## src/sv/assert_macros.svh

```systemverilog
// Assertion helpers included by the allocator RTL.
`ifndef ASSERT_MACROS_SVH
`define ASSERT_MACROS_SVH

// Checked at every rising edge of the clock, ignored while reset is high.
`define ASSERT_CLK(label, clock, reset, prop, msg) \
  label: assert property (@(posedge clock) disable iff (reset) (prop)) else $error(msg);

// Checked at every rising edge of the clock, reset included.
`define ASSERT_ALWAYS(label, clock, prop, msg) \
  label: assert property (@(posedge clock) (prop)) else $error(msg);

`endif

```

## src/sv/bfa_ram.sv

```systemverilog
module bfa_ram #(
  parameter int WIDTH = 32,
  parameter int DEPTH = 128
) (
  input  logic                     clk,
  input  logic                     we,
  input  logic [$clog2(DEPTH)-1:0] waddr,
  input  logic [WIDTH-1:0]         wdata,
  input  logic [$clog2(DEPTH)-1:0] raddr,
  output logic [WIDTH-1:0]         rdata
);

  logic [WIDTH-1:0] mem [DEPTH];

  always_ff @(posedge clk) begin
    if (we) begin
      mem[waddr] <= wdata;
    end
    rdata <= mem[raddr];
  end

endmodule

```

## config.mk

```make
export PLATFORM = sky130hd
export DESIGN_NAME = bfa_ram
export DESIGN_NICKNAME = d
export VERILOG_FILES = /design/src/sv/assert_macros.svh /design/src/sv/bfa_ram.sv
export SDC_FILE = /design/constraint.sdc
export NUM_CORES = 2
export LEC_CHECK = 0
export BUFFER_PORTS_ARGS = -buffer_cell sky130_fd_sc_hd__buf_2
export CORE_MARGIN = 2
export CORE_UTILIZATION = 40
export DETAILED_ROUTE_END_ITERATION = 8
export PLACE_DENSITY_LB_ADDON = 0.05
export SYNTH_ARGS = -nofsm -noshare
export SYNTH_HDL_FRONTEND = slang
export SYNTH_SLANG_ARGS = --single-unit
export TNS_END_PERCENT = 100
```

## constraint.sdc

```tcl
create_clock -name clk -period 7.6 [get_ports clk]
set_clock_uncertainty 0.2 [all_clocks]
set_input_delay 0.76 -clock clk [delete_from_list [all_inputs] [get_ports clk]]
set_output_delay 0.76 -clock clk [all_outputs]
set_load 0.05 [all_outputs]
```

==> metrics.cfg <==
[status]
outcome=finished clean

[placed_design]
place_ws_ns=2.58
placed_cell_area_um2=165000
io_buffers=79
dp.cells=11187
dp_hpwl_um=254000
gp_congestion=0.762

[finish]
layout.nets=6487
fin_area_um2=180000
fin_cells=12042
synthToLayoutAreaGrowth_pct=15.0
drive_above_1_share_pct=36.2

[cts]
cts_tree=built
clkTransAtPathRegs_ns=0.06
htreeDepth=5
cts_buffers=445
post_cts_buffers=0
clock-sinks=4128
clk_latency_ns=1.01
clk_path_buf_depth=4
cts-root-buf=clkbuf_16

[yosys]
synth_area_leader_cell=edfxtp_1
synth_compound_area_share_pct=0
yosys_warnings=0
synth_top_family_by_area=multiplexers
ys_types=17
synth_area_per_cell_um2=26.1
yosys-top-cells-area=edfxtp_1, mux4_2, clkbuf_1
synthArstFlopShare_pct=0
ys_seq_area_share_pct=79.1
syn_nets=6038
syn_area_um2=156000
synth.mux.area_fraction_pct=19.6
synth_fa_ha_area_share_pct=0
synth-seq-cells=4128
yosysMostFrequentCell=edfxtp_1
synth_cells=5990
synth-simple-area-share_pct=0.446
synth_edf_count=4096
synth-xor-area-share_pct=0
ys.flop_type=edfxtp_1
yosys-top-cells-count=edfxtp_1, mux4_2, clkbuf_1, nor2_1, buf_2
synth_top_area_share_pct=78.7

[timing]
hold_viol_final=0
fin_tns_setup_ns=0
timing.final.ws_setup_ns=3.61
tightestPinTransition_ns=1.26
fmaxAchievable_ghz=0.251
finalCriticalPeriod_ns=3.99
slew_headroom_pct=15.6
fin_crit_sh_pct=52.5
slew_viol_final=0
setup_viol=0
rsz0062_at_grt=false

[route]
num_vias=71123
drt-initial-drc-count=9351
wl_per_cell_um=39.1
drt_pre_antenna_iters=6
via_per_inst=5.91
final_antenna_net_count=0
drc=0
routed_wl_um=470000

[floorplan]
rows=229
initial_core_util_pct=40.2
die_w_um=629
core_um2=389000
dieArea_um2=396000
ios=80
die_h_um=629

[critical_path]
cp_slowest_cell=mux4_2
r2r_start=mem[45][2]
cp_cell_sequence=buf_12 > buf_12 > buf_12 > mux4_2 > mux4_2 > mux4_2 > mux2_2
worst_ep_required_time_ns=8.25
cp.arrival_ns=4.64
cp_num_buf_inv=3
rrSetupSlack_ns=4.69
r2r_cells=4
r2r_end=rdata[2]
crit_family=multiplexers
path_class=input port to flip-flop
slowest_delay_ns=0.70
critPathCaptureType=flip-flop
critPathMaxFanout=84
cp-start-kind=input port

[worst_hold_path]
worstHoldPathType=input port to flip-flop
hold-path-cell-count=1
min-delay-start=wdata[16]
holdPathEnd=mem[120][16]

[grt]
grt_max_degree=94
grt_pass1_wl_um=636000
antenna_found_initial=80
track_usage_pct=23.7
grt_pass1_vias=72666
grt_overflow=0

[pwr]
power_density_nw_per_um2=274
ir_drop_v=0.000192
leakage_nw=54.7

[job]
maxCapViolCount=0

-- per-layer routing --
layer	routed length [um]	track usage, %
met3	31500	4.08
met2	225000	37.8
met4	8910	4.73
met1	205000	34.6
met5	168	0
-- stage by stage --
| step | power [mW] | hold slack (ns) | utilization [%] |
|---|---|---|---|
| after floorplan | 27.0 | 0.659 | - |
| after global placement | 28.3 | 0.915 | 42.4 |
| after detailed placement | 28.3 | 0.923 | 42.4 |
| after CTS | 49.7 | 0.0129 | 46.2 |
| after global routing | 50.6 | 0.0804 | 46.2 |
| final | 49.2 | 0.0937 | 46.2 |
-- repair_timing --
item | CTS | global route
gates resized for setup | 0 | 0
endpoints found under the hold margin | 2 | 0
setup endpoints to repair | 0 | 0
hold buffers | 2 | 0
-- worst max path at each step --
stage | from | end | slack (ns) | cells past startpoint
floorplan | we | mem[98][0] | 3.40 | 3
global placement | raddr[0] | rdata[8] | 2.57 | 7
detailed placement | raddr[0] | rdata[8] | 2.58 | 7
CTS | raddr[0] | rdata[8] | 3.62 | 7
global route | raddr[0] | rdata[8] | 3.51 | 7
finish | raddr[0] | rdata[7] | 3.61 | 7
-- logic make-up (layout without fill, tap and decap cells) --
group                  after synthesis  after routing
and+or+nand+nor                    170            170
DFF                               4128           4128
buffers and inverters              316           1145
muxes                             1376           1376
other                                0             26
-- where the power goes --
group | leakage [nW] | total [mW] | internal [mW] | switching [mW]
Combinational | 10.6 | 2.57 | 0.914 | 1.65
Sequential | 37.1 | 25.3 | 25.1 | 0.100
Clock | 7.06 | 21.4 | 12.4 | 9.03
-- layout by cell type (no fill, tap or decap) --
cell type      Yosys  final
nand3_1           12      8
clkinv_4           0      2
clkinvlp_4         0     13
nand2_2            0      3
clkbuf_1         182     76
inv_16             0      3
nor2_1           122      3
nand2_1           14     11
buf_4              3    239
nor2_4             0    119
diode_2            0     26
bufinv_16          0     43
clkbuf_16          0    450
dlygate4sd3_1      0      2
or3_1              1      1
clkinv_16          0      7
mux4_2          1344   1344
buf_2             79     40
inv_6              0      5
clkinv_2           0    102
clkbuf_8           0      8
buf_8              0      3
nand2b_1           2      2
edfxtp_1        4096   4096
nor3_2             0      9
mux2_2            32     32
clkinv_1           0    111
buf_12             0     33
nor2b_1            7      7
nand4_1            3      3
nand3_2            0      4
buf_6              2      1
dfxtp_1           32     32
clkinv_8           0      7
-- flip-flops by register name (all words and copies together), names as in the netlist --
name / flops
mem: 4096
rdata: 32
-- cell type report --
type / instances / area, um2
Antenna cell: 26 / 65.1
Multi-Input combinational cell: 1546 / 32300
Fill cell: 32031 / 209000
Timing Repair Buffer: 318 / 2730
Clock inverter: 293 / 2760
Sequential cell: 4128 / 124000
Clock buffer: 534 / 11700
Tap cell: 5197 / 6500
Power figures use the tool's default switching activity.
