**config.mk**
```make
export PLATFORM = sky130hd
export DESIGN_NAME = bfa_ffz
export DESIGN_NICKNAME = d
export VERILOG_FILES = /design/src/sv/assert_macros.svh /design/src/sv/bfa_pkg.sv /design/src/sv/bfa_ffz.sv
export SDC_FILE = /design/constraint.sdc
export NUM_CORES = 1
export LEC_CHECK = 0
export BUFFER_PORTS_ARGS = -buffer_cell sky130_fd_sc_hd__buf_2
export CORE_UTILIZATION = 50
export DETAILED_ROUTE_END_ITERATION = 7
export GPL_TIMING_DRIVEN = 0
export PLACE_DENSITY_LB_ADDON = 0.25
export SLEW_MARGIN = 20
export SYNTH_ARGS = -nofsm -noshare
export SYNTH_HDL_FRONTEND = slang
export SYNTH_SLANG_ARGS = --single-unit
```
**constraint.sdc**
```tcl
create_clock -name vclk -period 6.5
set_input_delay 1.3 -clock vclk [all_inputs]
set_output_delay 1.3 -clock vclk [all_outputs]
set_load 0.005 [all_outputs]
```
**src/sv/assert_macros.svh**
```systemverilog
// Assertion helpers included by the allocator RTL.
`ifndef ASSERT_MACROS_SVH
`define ASSERT_MACROS_SVH

// Checked at every rising edge of the clock, ignored while reset is high.
`define ASSERT_CLK(label, clock, reset, prop, msg) \
  label: assert property (@(posedge clock) disable iff (reset) (prop)) else $error(msg);

// Checked at every rising edge of the clock, reset included.
`define ASSERT_ALWAYS(label, clock, prop, msg) \
  label: assert property (@(posedge clock) (prop)) else $error(msg);

`endif

```
**src/sv/bfa_pkg.sv**
```systemverilog
package bfa_pkg;

  localparam int MAX_FRAMES  = 4096;
  localparam int WORD_BITS   = 32;
  localparam int MAP_WORDS   = MAX_FRAMES / WORD_BITS;
  localparam int WORD_IDX_W  = $clog2(MAP_WORDS);
  localparam int WORD_CNT_W  = WORD_IDX_W + 1;
  localparam int BIT_IDX_W   = $clog2(WORD_BITS);
  localparam int FRAME_IDX_W = $clog2(MAX_FRAMES);
  localparam int COUNT_W     = 13;
  localparam int PAGE_SHIFT  = 12;
  localparam int FRAME_NUM_W = 20;
  localparam int ADDR_W      = 32;
  localparam int CFG_INDEX_W = 2;
  localparam int CFG_DATA_W  = 20;

  // Request codes.
  localparam logic [1:0] REQ_ALLOC = 2'd0;
  localparam logic [1:0] REQ_FREE  = 2'd1;
  localparam logic [1:0] REQ_INIT  = 2'd2;

  // Configuration register indexes.
  localparam logic [CFG_INDEX_W-1:0] CFG_REGION_FIRST  = 2'd0;
  localparam logic [CFG_INDEX_W-1:0] CFG_REGION_FRAMES = 2'd1;
  localparam logic [CFG_INDEX_W-1:0] CFG_RESERVED      = 2'd2;

  typedef struct packed {
    logic [1:0]        req_type;
    logic [ADDR_W-1:0] frame_addr;
  } req_t;

  typedef struct packed {
    logic               ok;
    logic [ADDR_W-1:0]  alloc_addr;
    logic [COUNT_W-1:0] used_count;
    logic [COUNT_W-1:0] free_count;
  } rsp_t;

  typedef struct packed {
    logic                 found;
    logic [BIT_IDX_W-1:0] bit_idx;
  } ffz_t;

  // Mask of the low bits of a map word that lie below a frame limit, where
  // rem is the limit minus the first frame of the word.
  function automatic logic [WORD_BITS-1:0] low_mask(input logic [COUNT_W-1:0] rem);
    logic [WORD_BITS-1:0] m;
    m = '1;
    if (rem < COUNT_W'(WORD_BITS)) begin
      m = ~({WORD_BITS{1'b1}} << rem[BIT_IDX_W-1:0]);
    end
    return m;
  endfunction

endpackage

```
**src/sv/bfa_ffz.sv**
```systemverilog
// Finds the lowest free frame of one map word, counting frames at or beyond
// the region limit as used.
module bfa_ffz (
  input  logic [bfa_pkg::WORD_BITS-1:0]  word,
  input  logic [bfa_pkg::WORD_IDX_W-1:0] word_idx,
  input  logic [bfa_pkg::COUNT_W-1:0]    limit,
  output bfa_pkg::ffz_t                  res
);

  logic [bfa_pkg::COUNT_W-1:0]   base;
  logic [bfa_pkg::WORD_BITS-1:0] cand;

  assign base = bfa_pkg::COUNT_W'({word_idx, bfa_pkg::BIT_IDX_W'(0)});

  always_comb begin
    cand = '0;
    if (limit > base) begin
      cand = ~word & bfa_pkg::low_mask(limit - base);
    end
    res = '0;
    for (int i = bfa_pkg::WORD_BITS - 1; i >= 0; i--) begin
      if (cand[i]) begin
        res.found   = 1'b1;
        res.bit_idx = bfa_pkg::BIT_IDX_W'(i);
      end
    end
  end

endmodule

```
==> results of run 1 <==
power groups by stage:
stage	clock, mW	combinational (mW)	sequential, mW
CTS	0	0.142	0
floorplan	0	0.0972	0
global route	0	0.159	0
global placement	0	0.139	0
finish	0	0.145	0
detailed placement	0	0.141	0
logic make-up (layout without fill, tap and decap cells):
family          count (synthesis)  count (layout)  synth area share, %
compound gates                114             114                53.42
xor+xnor                        1               1               0.5692
fa+ha+maj                       8               8                6.992
buf+inv                        35              92                9.918
mux                             1               1               0.6504
simple gates                   76              76                28.46
worst max-delay path by stage:
stage / startpoint / endpoint / slack (ps) / cells past startpoint
3_5_place_dp: limit[5] / res[2] / 450 / 16
6_report: limit[5] / res[2] / 430 / 16
5_1_grt: limit[5] / res[5] / 170 / 16
2_1_floorplan: limit[5] / res[2] / 1090 / 14
3_3_place_gp: limit[5] / res[1] / 510 / 16
4_1_cts: limit[5] / res[2] / 460 / 16
cells in the mapped netlist (all sizes together) (3+ instances only):
library cell	number
a21oi	13
and2	6
inv	21
o211ai	4
nor2	14
nand2	17
nand4	4
a21o	3
a211o	3
buf	8
clkbuf	6
o21bai	4
nor3	3
or2	5
o21ai	19
nand3	6
o41ai	3
o21a	5
a31o	6
nor2b	5
nand2b	5
a31oi	24
ha	7
o22ai	3
nor4	4
a211oi	6
routing by layer:
layer	vias up	global-route usage (%)	share of wire, %
li1	1033	-	-
met5	-	0	0
met1	947	41.83	44
met2	122	51.83	46
met4	0	2.091	0.16
met3	2	4.308	10
per-stage QoR:
stage	instance area (sq um)	hold slack [ps]
after floorplan	1539	2859
after global placement	1863	3077
after detailed placement	1863	3071
after CTS	1863	3071
after global routing	1871	3100
final	1871	3088
area by class of cell:
class | instances | area [sq um] | area share (%)
plain buffers | 14 | 73.82 | 3.946
multi-input cells | 200 | 1394 | 74.52
repair buffers | 57 | 285.3 | 15.25
well taps | 31 | 38.79 | 2.074
inverters | 21 | 78.83 | 4.214
tightest hold or removal path: stages:
cell     delay, ps
buf_2          110
a311o_1        150
o31a_1         130
buf_2          110
==> flow_summary.yaml, run 1 <==
run_status:
  status: "finished with violations"
  violations: "DRC"
clock_tree:
  holdBufCountCts: 0
  post-cts-setup-buffer-count: 0
  cts_resized: 0
sta:
  layout_worst_path_cycle_share_pct: 93.35
  period_minus_slack_ps: 6068
  drv_slew: 0
  fin_ws_ps: 432.0
  slew_headroom_pct: 55.94
  tightest_slew_ps: 653.7
  setup_tns_ps: 0
  finalSetupViolations: 0
  rsz0062_at_grt: "no"
  fmax_mhz: 164.8
  finalHoldViolCount: 0
logic_synthesis:
  synthesis.area_sq_mm: 0.001539
  ys_types: 64
  synthTopCellsByArea: "a31oi_1 9.3%, ha_1 5.7%, inv_1 5.1%"
  syn_inst: 235
  yosysWarnings: 0
  syn_nets: 295
  synth_top_area_share_pct: 9.350
  synth_area_leader_cell: "a31oi_1"
  syn_area_per_cell_sq_um: 6.549
  seq_area_frac_synth_pct: 0
cells_and_area:
  fillers: 287
  final_common_cell: "buf_2"
  ff_latch_area_sq_um: 0
  final_net_count: 354
  nClkBuffers: 0
  final_cell_mix: "62 x buf_2, 23 x a31oi_1, 21 x inv_1"
  syn2layout_area_growth_pct: 21.54
  utilization_pct: 66.12
  drive_gt1_share_pct: 28.77
  antennaDiodeCount: 0
  fin_cells: 323
  n_sequential_cell: 0
routing:
  drt-pass1-iter-count: 6
  route.detailed.drc: 5
  postRouteWirelength_um: 5003
  vias: 2104
  via_per_inst: 6.514
  ant_nets: 0
  drt-initial-drc-count: 148
  wl_per_cell_um: 15.49
worst_setup_path:
  required_ps: 5200
  cp_common_cell: "buf_2"
  crit_path_max_fanout: 10
  path_class: "in2out"
  cp_top_family: "compound AO/OA/AOI/OAI gates"
  worstPathCellList: "buf_2, inv_1, ha_1, inv_1, fa_1, a211oi_2, o21bai_1, a21oi_2, nor4_4, buf_2, a31oi_1, o41ai_2, a21bo_1, a21o_1, a31oi_1, buf_2"
  cp.arrival_ps: 4770
  critPathLaunchType: "input port"
  cp_slowest_stage_delay_ps: 450
  end_kind: "output port"
  cpMaxStageDelayCell: "nor4_4"
  cp.buffers_inverters: 5
global_routing:
  grt_antenna_before_repair: 0
  grt_max_degree: 11
  grt_pass1_wl_um: 8169
  grt_pass1_vias: 1847
  grt_overflow: 0
  grt.total_usage_pct: 30.28
power:
  combPwrFrac_pct: 100.0
  p_sw_share_pct: 58.95
  power_frac_clock_pct: 0
  switchingPower_mw: 0.08550
  pwr-share-seq_pct: 0
  ir_drop_v: 0.00004295
  finalPower_mw: 0.1450
  total_leakage_power_nw: 0.8317
  power.density_mw_per_mm2: 77.54
  p_int_mw: 0.05953
floorplan:
  die_area_sq_mm: 0.003304
  fp.coreArea_sq_mm: 0.002829
  die_height_um: 57.48
  start_util_pct: 54.40
  pin_count: 58
  die_x_um: 57.48
  rows: 19
flow_run:
  cap_viol_max_count: 0
min_path:
  hold_depth: 4
  hold_end: "res[0]"
  worstHoldStart: "word[0]"
  hold_path_class: "in2out"
placed_design:
  io_buffers: 57
  pre_cts_ws_ps: 450.7
  dp.cells: 323
  dp_hpwl_um: 4105
  place_congestion: 0.9384
(Power assumes the default switching activity.)
==> run 2: changes to the inputs <==
--- a/config.mk
+++ b/config.mk
@@ -5,6 +5,7 @@
 export SDC_FILE = /design/constraint.sdc
 export NUM_CORES = 1
 export LEC_CHECK = 0
+export ABC_AREA = 1
 export BUFFER_PORTS_ARGS = -buffer_cell sky130_fd_sc_hd__buf_2
 export CORE_UTILIZATION = 50
 export DETAILED_ROUTE_END_ITERATION = 7
@@ -14,3 +15,4 @@
 export SYNTH_ARGS = -nofsm -noshare
 export SYNTH_HDL_FRONTEND = slang
 export SYNTH_SLANG_ARGS = --single-unit
+export TNS_END_PERCENT = 30
==> flow_summary.yaml, run 2 <==
run_status:
  status: "complete, no violations"
min_path:
  hold_end: "res[0]"
  hold_depth: 5
  worstHoldStart: "word[1]"
  hold_path_class: "in2out"
routing:
  route.detailed.drc: 0
  wl_per_cell_um: 9.883
  drt-initial-drc-count: 46
  drt-pass1-iter-count: 5
  via_per_inst: 5.082
  postRouteWirelength_um: 3637
  ant_nets: 0
  vias: 1870
flow_run:
  cap_viol_max_count: 0
worst_setup_path:
  cp.arrival_ps: 4560
  cp_slowest_stage_delay_ps: 420
  cp_top_family: "simple AND/OR/NAND/NOR gates"
  end_kind: "output port"
  cpMaxStageDelayCell: "fa_1"
  crit_path_max_fanout: 10
  cp_common_cell: "nand2_1"
  path_class: "in2out"
  critPathLaunch: "limit[5]"
  cp.buffers_inverters: 5
  required_ps: 5200
  critPathLaunchType: "input port"
global_routing:
  grt_pass1_wl_um: 5837
  grt_pass1_vias: 1595
  grt_max_degree: 11
  grt_overflow: 0
  grt.total_usage_pct: 26.39
  grt_antenna_before_repair: 0
cells_and_area:
  final_net_count: 400
  antennaDiodeCount: 0
  n_sequential_cell: 0
  final_cell_mix: "97 x nand2_1, 62 x buf_2, 58 x nor2_1"
  utilization_pct: 66.32
  final_cell_area_sq_mm: 0.001658
  drive_gt1_share_pct: 23.08
  syn2layout_area_growth_pct: 24.65
  nClkBuffers: 0
  final_common_cell: "nand2_1"
  ff_latch_area_sq_um: 0
floorplan:
  die_area_sq_mm: 0.002870
  die_height_um: 53.58
  die_x_um: 53.58
  fp.coreArea_sq_mm: 0.002500
  pin_count: 58
  start_util_pct: 53.20
  rows: 18
placed_design:
  io_buffers: 58
  place_congestion: 0.9999
  dp_hpwl_um: 3214
  dpl_cell_area_sq_mm: 0.001658
sta:
  setup_tns_ps: 0
  rsz0062_at_grt: "no"
  whs_ps: 3023
  finalHoldViolCount: 0
  period_minus_slack_ps: 5865
  drv_slew: 0
  tightest_slew_ps: 389.7
  finalSetupViolations: 0
  slew_headroom_pct: 74.02
  fmax_mhz: 170.5
  layout_worst_path_cycle_share_pct: 90.22
logic_synthesis:
  seq_area_frac_synth_pct: 0
  synthTopCellsByArea: "nand2_1 27%, nor2_1 16%, inv_1 9.9%"
  syn_area_per_cell_sq_um: 4.750
  synth_area_leader_cell: "nand2_1"
  ys_top_cells_by_count: "97 x nand2_1, 58 x nor2_1, 35 x inv_1, 14 x o21ai_0, 9 x a21oi_1"
  synthesis.area_sq_mm: 0.001330
  synth_top_area_share_pct: 27.38
  syn_nets: 340
  yosysWarnings: 0
  ys_types: 32
  synth.most_common_cell: "nand2_1"
  syn_inst: 280
power:
  ir_drop_v: 0.00004758
  total_leakage_power_nw: 1.015
  power.density_mw_per_mm2: 76.91
clock_tree:
  holdBufCountCts: 0
  post-cts-setup-buffer-count: 0
  cts_resized: 0
-- run 2: cell types whose count changed in the layout (fill, tap and decap cells not counted), moves of 6 or more --
cell	delta
clkbuf_1	-6
nor2_1	+44
nand2_1	+80
a31oi_1	-20
and2_1	-6
inv_1	+14
-- run 2: power by group --
part	switching, mW	internal (mW)	total (mW)
combinational	0.0764	0.0511	0.128
clock	0	0	0
sequential	0	0	0
-- run 2: metrics by stage --
step                total power [mW]  setup WS [ps]  cells
floorplan                    0.09024           1205    280
global route                  0.1454          259.5    368
CTS                           0.1272          649.1    368
finish                        0.1275          635.5    368
detailed placement            0.1267          666.2    368
global placement              0.1241          754.0    368
-- run 2: logic make-up (layout without fill, tap and decap cells) --
logic type | after synthesis | count (layout) | share of synthesized area, %
fa+ha+maj | 8 | 8 | 8.090
simple gates | 184 | 184 | 58.04
buf+inv | 44 | 102 | 12.79
compound gates | 44 | 44 | 21.07
-- run 2: cell type report --
type                            count  area [sq um]
Fill cell                         275         842.1
Multi-Input combinational cell    236          1160
Inverter                           39         146.4
Buffer                              5         23.77
Timing Repair Buffer               58         290.3
Tap cell                           30         37.54
-- run 2: worst max path at each step --
stage | to | slack [ps] | depth (start not counted)
6_report | res[0] | 640 | 42
3_3_place_gp | res[0] | 750 | 42
4_1_cts | res[0] | 650 | 42
3_5_place_dp | res[0] | 670 | 42
5_1_grt | res[0] | 260 | 42
2_1_floorplan | res[0] | 1210 | 39
-- run 2: metal layers --
layer | up-vias | global-route usage, % | share of wire (%)
met5 | - | 0 | 0
met4 | 0 | 2.193 | 0.27
met3 | 2 | 0.2825 | 4.1
met2 | 53 | 55.63 | 52
met1 | 808 | 29.72 | 43
li1 | 1007 | - | -
